--- config.mk ---
export PLATFORM = sky130hd
export DESIGN_NAME = rv32_divider
export DESIGN_NICKNAME = d
export VERILOG_FILES = /design/src/design/rv32_pkg.sv /design/src/design/rv32_divider.sv
export SDC_FILE = /design/constraint.sdc
export NUM_CORES = 1
export LEC_CHECK = 0
export ABC_AREA = 1
export BUFFER_PORTS_ARGS = -buffer_cell sky130_fd_sc_hd__clkbuf_2
export CAP_MARGIN = 10
export CORE_AREA = 10 10 178 164
export CTS_CLUSTER_SIZE = 14
export DETAILED_ROUTE_END_ITERATION = 8
export DIE_AREA = 0 0 188 174
export MAX_ROUTING_LAYER = met4
export PLACE_DENSITY = 0.75
export SLEW_MARGIN = 30
export SYNTH_ARGS = -nofsm -noshare
export SYNTH_HDL_FRONTEND = slang
export SYNTH_SLANG_ARGS = --single-unit
export TNS_END_PERCENT = 10
--- constraint.sdc ---
create_clock -name clock -period 7.8 [get_ports clock]
set_clock_uncertainty 0.2 [all_clocks]
set_input_delay 0.78 -clock clock [delete_from_list [all_inputs] [get_ports clock]]
set_output_delay 0.78 -clock clock [all_outputs]
set_load 0.02 [all_outputs]
--- src/design/rv32_pkg.sv ---
package rv32_pkg;

   localparam int XLEN_BITS = 32;

   typedef struct packed {
      logic        mode;
      logic [31:0] instr;
      logic [31:0] pc;
      logic [31:0] load_data;
   } req_type;

   typedef struct packed {
      logic [31:0] next_pc;
      logic [1:0]  mem_op;
      logic [31:0] mem_addr;
      logic [1:0]  mem_size;
      logic [31:0] mem_wdata;
      logic        wb_enable;
      logic [4:0]  wb_reg;
      logic [31:0] wb_value;
      logic [2:0]  status;
      logic [31:0] halt_code;
   } rsp_type;

   localparam logic [1:0] MEM_NONE  = 2'd0;
   localparam logic [1:0] MEM_READ  = 2'd1;
   localparam logic [1:0] MEM_WRITE = 2'd2;

   localparam logic [2:0] ST_OK      = 3'd0;
   localparam logic [2:0] ST_HALT    = 3'd1;
   localparam logic [2:0] ST_ILLEGAL = 3'd2;
   localparam logic [2:0] ST_LOAD    = 3'd3;
   localparam logic [2:0] ST_SEQ     = 3'd4;

   localparam logic [6:0] OP_LUI    = 7'h37;
   localparam logic [6:0] OP_AUIPC  = 7'h17;
   localparam logic [6:0] OP_JAL    = 7'h6f;
   localparam logic [6:0] OP_JALR   = 7'h67;
   localparam logic [6:0] OP_BRANCH = 7'h63;
   localparam logic [6:0] OP_LOAD   = 7'h03;
   localparam logic [6:0] OP_STORE  = 7'h23;
   localparam logic [6:0] OP_IMM    = 7'h13;
   localparam logic [6:0] OP_REG    = 7'h33;
   localparam logic [6:0] OP_SYSTEM = 7'h73;

   localparam logic [31:0] INSTR_ECALL  = 32'h0000_0073;
   localparam logic [31:0] INSTR_EBREAK = 32'h0010_0073;
   localparam logic [31:0] INSTR_MRET   = 32'h3020_0073;

   localparam logic [11:0] CSR_MSTATUS = 12'h300;
   localparam logic [11:0] CSR_MTVEC   = 12'h305;
   localparam logic [11:0] CSR_MEPC    = 12'h341;
   localparam logic [11:0] CSR_MCAUSE  = 12'h342;

   localparam logic [4:0] REG_A0 = 5'd10;
   localparam logic [4:0] REG_A7 = 5'd17;

   typedef enum logic [1:0] {
      MD_DIV, MD_DIVU, MD_REM, MD_REMU
   } div_op_type;

endpackage

--- src/design/rv32_divider.sv ---
// Radix-2 restoring divider, one quotient bit per cycle, with RISC-V edge cases.
module rv32_divider (
   input  logic                clock,
   input  logic                reset,
   input  logic                start,
   input  rv32_pkg::div_op_type op,
   input  logic [31:0]         dividend,
   input  logic [31:0]         divisor,
   output logic                done,
   output logic [31:0]         result
);
   import rv32_pkg::*;

   logic [31:0] quot_ff, quot_in;
   logic [31:0] rem_ff, rem_in;
   logic [31:0] dsr_ff, dsr_in;
   logic [5:0]  count_ff, count_in;
   logic        busy_ff, busy_in;
   logic        neg_q_ff, neg_q_in, neg_r_ff, neg_r_in, want_rem_ff, want_rem_in;
   logic        special_ff, special_in;
   logic [31:0] special_val_ff, special_val_in;
   logic        done_ff, done_in;
   logic [31:0] result_ff, result_in;

   logic        is_signed, na, nb;
   logic [31:0] ua, ub;
   logic [33:0] trial;
   logic [32:0] shifted_rem;

   always_comb begin
      is_signed = (op == MD_DIV) || (op == MD_REM);
      na = is_signed & dividend[31];
      nb = is_signed & divisor[31];
      ua = na ? (32'd0 - dividend) : dividend;
      ub = nb ? (32'd0 - divisor) : divisor;
      // partial remainder needs 33 bits when the divisor has its top bit set
      shifted_rem = {rem_ff, quot_ff[31]};
      trial = {1'b0, shifted_rem} - {2'b00, dsr_ff};
   end

   always_comb begin
      quot_in = quot_ff;
      rem_in = rem_ff;
      dsr_in = dsr_ff;
      count_in = count_ff;
      busy_in = busy_ff;
      neg_q_in = neg_q_ff;
      neg_r_in = neg_r_ff;
      want_rem_in = want_rem_ff;
      special_in = special_ff;
      special_val_in = special_val_ff;
      done_in = 1'b0;
      result_in = result_ff;
      if (start) begin
         busy_in = 1'b1;
         count_in = 6'd32;
         quot_in = ua;
         rem_in = '0;
         dsr_in = ub;
         neg_q_in = na ^ nb;
         neg_r_in = na;
         want_rem_in = (op == MD_REM) || (op == MD_REMU);
         special_in = (divisor == 32'd0);
         special_val_in = ((op == MD_REM) || (op == MD_REMU)) ? dividend : 32'hffff_ffff;
      end else if (busy_ff) begin
         if (count_ff == 6'd0) begin
            busy_in = 1'b0;
            done_in = 1'b1;
            if (special_ff) begin
               result_in = special_val_ff;
            end else if (want_rem_ff) begin
               result_in = neg_r_ff ? (32'd0 - rem_ff) : rem_ff;
            end else begin
               result_in = neg_q_ff ? (32'd0 - quot_ff) : quot_ff;
            end
         end else begin
            count_in = count_ff - 6'd1;
            if (!trial[33]) begin
               rem_in = trial[31:0];
               quot_in = {quot_ff[30:0], 1'b1};
            end else begin
               rem_in = shifted_rem[31:0];
               quot_in = {quot_ff[30:0], 1'b0};
            end
         end
      end
   end

   always_ff @(posedge clock) begin
      if (reset) begin
         busy_ff <= 1'b0;
         done_ff <= 1'b0;
         count_ff <= '0;
      end else begin
         busy_ff <= busy_in;
         done_ff <= done_in;
         count_ff <= count_in;
      end
      quot_ff <= quot_in;
      rem_ff <= rem_in;
      dsr_ff <= dsr_in;
      neg_q_ff <= neg_q_in;
      neg_r_ff <= neg_r_in;
      want_rem_ff <= want_rem_in;
      special_ff <= special_in;
      special_val_ff <= special_val_in;
      result_ff <= result_in;
   end

   assign done = done_ff;
   assign result = result_ff;

endmodule

==> flow_summary_export.csv <==
group,metric,value,unit
outcome,outcome,"finished, final reports clean",
pwr,power.leakage,7.49,nW
pwr,power_frac_clock,36.1,%
die,placementRows,56,
routing,drt_first_iter_violations,1334,
synth,syn_std_cell_area,13300,sq um
final_layout,fill_cells,2553,
pwr,ir_drop,0.000117,V
global_route,grt_first_pass_wirelength,63400,um
critical_path,slowest_stage,"sky130_fd_sc_hd__fa_1",
die,dieWidth,188,um
clock_tree,cts.clk_slew.worst_paths,0.08,ns
global_route,grt.met3_usage,3.60,%
synth,synth.yosys.warnings,0,
critical_path,worst_path_dominant_cell_family,"simple AND/OR/NAND/NOR gates",
routing,wl_per_cell,16.2,um
global_route,largest_net_degree_at_the_start_of_global_routing,61,
sta,final_period_minus_worst_setup_slack,2.94,ns
run,cap_viol_max_count,0,
critical_path,crit_start,"quot_ff[31]$_DFFE_PP_",
routing,route.detailed.drc,0,
clock_tree,post_cts.resized_instances,0,
die,fp.dieH,174,um
critical_path,critical_path.max_stage_delay,0.44,ns
die,core,25500,sq um
clock_tree,cts-hold-fix-buffers,0,
routing,via_to_cell_ratio,5.43,
sta,final_min_period_over_clock_period,37.7,%
routing,detail_route.wirelength,39700,um
critical_path,worst_ep_arrival_time,3.08,ns
final_layout,final_core_utilization,57.4,%
critical_path,crit_chain,"inv_1, ha_1, inv_1, fa_1, nand3_1, nand3_1, nand2_1, nand2_1, nand2_1, nand2_1, nand2_1, nand2_1, nand2_1, nand3_1, nand2_1, nand2_1",
pwr,power.sequential.fraction,45.3,%
final_layout,final_nets,2194,
die,i_o_pin_count,102,
global_route,grtUsageTotal,24.4,%
sta,tns,0,ns
routing,drt_pre_antenna_iters,5,
critical_path,critical_path_buffers_and_inverters,2,
sta,timing.fmax,340,MHz
synth,async_reset_ff_share,0,%
die,dieArea,32700,sq um
pwr,finalPower,2.42,mW
clock_tree,h-tree-depth,4,
pwr,power_density_normalized_to_cell_area,165,nW/um^2
sta,final-max-slew-violation-count,0,
final_layout,fraction_of_final_layout_cells_with_drive_strength_greater_than_1,8.81,%
global_route,overflow,0,
critical_path,cp_data_required_time,7.94,ns
critical_path,setup.worst_path.end_class,"register",
synth,synth_nets,2121,
synth,synth.avg_cell_area,6.60,sq um
min_path,hp-class,"reg2reg",
sta,worst_slew_margin_rel,37.6,%
die,initial_utilization,52.1,%
min_path,worstHoldStart,"count_ff[0]$_SDFFE_PP0P_",
placed_design,place_hpwl,31300,um
final_layout,area.growth.synth_to_final,10.1,%
placed_design,gp_congestion,0.999,
routing,antenna_left,0,
clock_tree,cts_buffer_depth,2,
pwr,comb_power_share,18.5,%
final_layout,layout_cells_excl_fill,2447,
critical_path,criticalPathCategory,"reg2reg",
clock_tree,cts_made_buffers,17,
sta,setup_viol,0,
placed_design,numPlacedInstances,2415,
synth,ys_seq_area_share,35.9,%
pwr,power.internal,1.63,mW
synth,synth.ff_latch_count,172,
pwr,p_sw_share,32.5,%
synth,syn_inst,2013,
routing,number_of_vias_after_detailed_routing,13290,
clock_tree,worstSkewPairLatency,0.46,ns
pwr,switchingPower,0.787,mW
sta,grt_setup_unrepaired,"no",
placed_design,port-buffer-count,101,
critical_path,worstSetupStartpointType,"register",
global_route,grtUsageMet2,37.0,%
global_route,grt.busiest_layer,"met2",
sta,transition_at_the_pin_with_the_smallest_max_transition_slack,0.931,ns
synth,ys_dominant_reg_cell,"sky130_fd_sc_hd__edfxtp_1",
clock_tree,total_setup_buffers_inserted_after_cts,0,
critical_path,critical-path-top-cell-by-count,"sky130_fd_sc_hd__nand2_1",
global_route,grtUsageMet1,33.7,%
clock_tree,cts_tree,"built",
sta,timing.final.hold_violations,0,
clock_tree,tritoncts_num_sinks,172,
global_route,grt_pass1_vias,12220,
clock_tree,root_buffer,"sky130_fd_sc_hd__clkbuf_16",
critical_path,reg2reg_from,"quot_ff[31]$_DFFE_PP_",
critical_path,critical_path.max_fanout,4,
final_layout,antenna_cells_inserted,0,
synth,synth.lib_cells_used.distinct,47,
synth,synth_enable_flop_cells,132,
global_route,grt_antenna_before_repair,0,
-- power by group through the flow --
stage	logic (mW)	clock network, mW	registers, mW
4_1_cts	0.443	0.878	1.10
3_3_place_gp	0.432	0	1.12
2_1_floorplan	0.296	0	1.11
3_5_place_dp	0.440	0	1.12
5_1_grt	0.502	0.912	1.10
6_report	0.449	0.874	1.10
-- cells by family after synthesis --
kind of cell / after synthesis / synth area share, %
flip-flops: 172 / 35.9
AND/OR/NAND/NOR: 1172 / 37.5
adder cells (fa/ha/maj): 39 / 3.73
buffers and inverters: 370 / 10.9
XOR/XNOR: 60 / 3.95
AO/OA/AOI/OAI: 200 / 8.11
-- final timing paths --
| check | slack (ns) | depth (start not counted) | endpoint |
|---|---|---|---|
| setup / recovery | 4.86 | 16 | rem_ff[28]$_SDFFE_PP0P_ |
| hold / removal | 0.27 | 2 | count_ff[0]$_SDFFE_PP0P_ |
| setup reg to reg | 4.86 | 16 | rem_ff[28]$_SDFFE_PP0P_ |
| hold reg to reg | 0.27 | 2 | count_ff[0]$_SDFFE_PP0P_ |
-- per-stage QoR --
| step | worst slack, ns | hold WS, ns | instance area (sq um) |
|---|---|---|---|
| final | 4.86 | 0.268 | 14600 |
| after global routing | 4.55 | 0.297 | 14600 |
| after CTS | 4.66 | 0.270 | 14600 |
| after detailed placement | 4.21 | 0.261 | 14000 |
| after global placement | 4.26 | 0.257 | 14000 |
| after floorplan | 3.76 | 0.245 | 13300 |
-- sequential cells by signal, summed over array words and instances (netlist names) --
name and count:
rem_ff 32, done 1, neg_q_ff 1, special_ff 1, count_ff 6, dsr_ff 32
result 32, special_val_ff 32, neg_r_ff 1, busy_ff 1, want_rem_ff 1, quot_ff 32
-- tightest hold or removal path, cell delays in order (launching register included) --
cell and delay [ns]:
sky130_fd_sc_hd__dfxtp_1 0.31, sky130_fd_sc_hd__nand2_1 0.06, sky130_fd_sc_hd__a21oi_1 0.05
-- cell usage after synthesis (2+ instances only) --
master | n | area [sq um]
sky130_fd_sc_hd__inv_1 | 306 | 1150
sky130_fd_sc_hd__nor2_2 | 5 | 31.3
sky130_fd_sc_hd__a21oi_1 | 53 | 265
sky130_fd_sc_hd__nor2_1 | 186 | 698
sky130_fd_sc_hd__nand4_1 | 30 | 188
sky130_fd_sc_hd__clkbuf_1 | 26 | 97.6
sky130_fd_sc_hd__inv_2 | 8 | 30.0
sky130_fd_sc_hd__nand3b_1 | 5 | 37.5
sky130_fd_sc_hd__nor3_1 | 25 | 125
sky130_fd_sc_hd__nand2_4 | 2 | 22.5
sky130_fd_sc_hd__ha_1 | 38 | 475
sky130_fd_sc_hd__or2_2 | 2 | 12.5
sky130_fd_sc_hd__nor2_4 | 4 | 45.0
sky130_fd_sc_hd__nor3b_1 | 3 | 22.5
sky130_fd_sc_hd__o31ai_1 | 5 | 37.5
sky130_fd_sc_hd__a21oi_2 | 2 | 17.5
sky130_fd_sc_hd__xor2_1 | 40 | 350
sky130_fd_sc_hd__edfxtp_1 | 132 | 3960
sky130_fd_sc_hd__nand3_1 | 228 | 1140
sky130_fd_sc_hd__nor3_2 | 4 | 40.0
sky130_fd_sc_hd__o21ai_0 | 104 | 521
sky130_fd_sc_hd__nand2_1 | 659 | 2470
sky130_fd_sc_hd__buf_1 | 11 | 41.3
sky130_fd_sc_hd__dfxtp_1 | 40 | 801
sky130_fd_sc_hd__nand2_2 | 6 | 37.5
sky130_fd_sc_hd__a31oi_1 | 14 | 87.6
sky130_fd_sc_hd__xnor2_1 | 20 | 175
sky130_fd_sc_hd__o21bai_1 | 2 | 15.0
sky130_fd_sc_hd__nor4_1 | 3 | 18.8
sky130_fd_sc_hd__o21ai_2 | 2 | 17.5
sky130_fd_sc_hd__buf_6 | 5 | 56.3
sky130_fd_sc_hd__nand3_2 | 4 | 40.0
sky130_fd_sc_hd__buf_2 | 13 | 65.1
sky130_fd_sc_hd__and2_1 | 3 | 18.8
sky130_fd_sc_hd__o21ai_1 | 11 | 55.1
-- placed cells by master (no fill, tap or decap), types with 6 or more instances in the layout --
master,Yosys,layout
sky130_fd_sc_hd__edfxtp_1,132,132
sky130_fd_sc_hd__nor3_1,25,24
sky130_fd_sc_hd__o21ai_0,104,104
sky130_fd_sc_hd__nand2_2,6,6
sky130_fd_sc_hd__buf_4,0,9
sky130_fd_sc_hd__clkbuf_16,0,17
sky130_fd_sc_hd__nand3_1,228,228
sky130_fd_sc_hd__inv_2,8,10
sky130_fd_sc_hd__dfxtp_1,40,40
sky130_fd_sc_hd__ha_1,38,38
sky130_fd_sc_hd__clkbuf_2,0,100
sky130_fd_sc_hd__a31oi_1,14,14
sky130_fd_sc_hd__nand4_1,30,30
sky130_fd_sc_hd__xnor2_1,20,20
sky130_fd_sc_hd__inv_1,306,304
sky130_fd_sc_hd__a21oi_1,53,53
sky130_fd_sc_hd__o21ai_1,11,11
sky130_fd_sc_hd__nand2_1,659,659
sky130_fd_sc_hd__nor2_1,186,186
sky130_fd_sc_hd__xor2_1,40,40
-- area by class of cell --
| class | count | area (sq um) | area share [%] |
|---|---|---|---|
| multi-input combinational | 1471 | 7090 | 48.4 |
| sequential | 172 | 4760 | 32.5 |
| inverter | 315 | 1180 | 8.08 |
| timing repair buffer | 109 | 568 | 3.88 |
| tap | 348 | 435 | 2.97 |
| clock buffer | 17 | 425 | 2.91 |
| clock inverter | 15 | 174 | 1.19 |
-- per-layer routing --
layer  vias up  routed length, um  part of all wire, %
met5         -                  0                    0
met4         0                587                  1.5
met3        41               3050                  7.7
met2       522              17700                   45
met1      6100              18300                   46
li1       6627                  -                    -
Power figures use the tool's default switching activity.
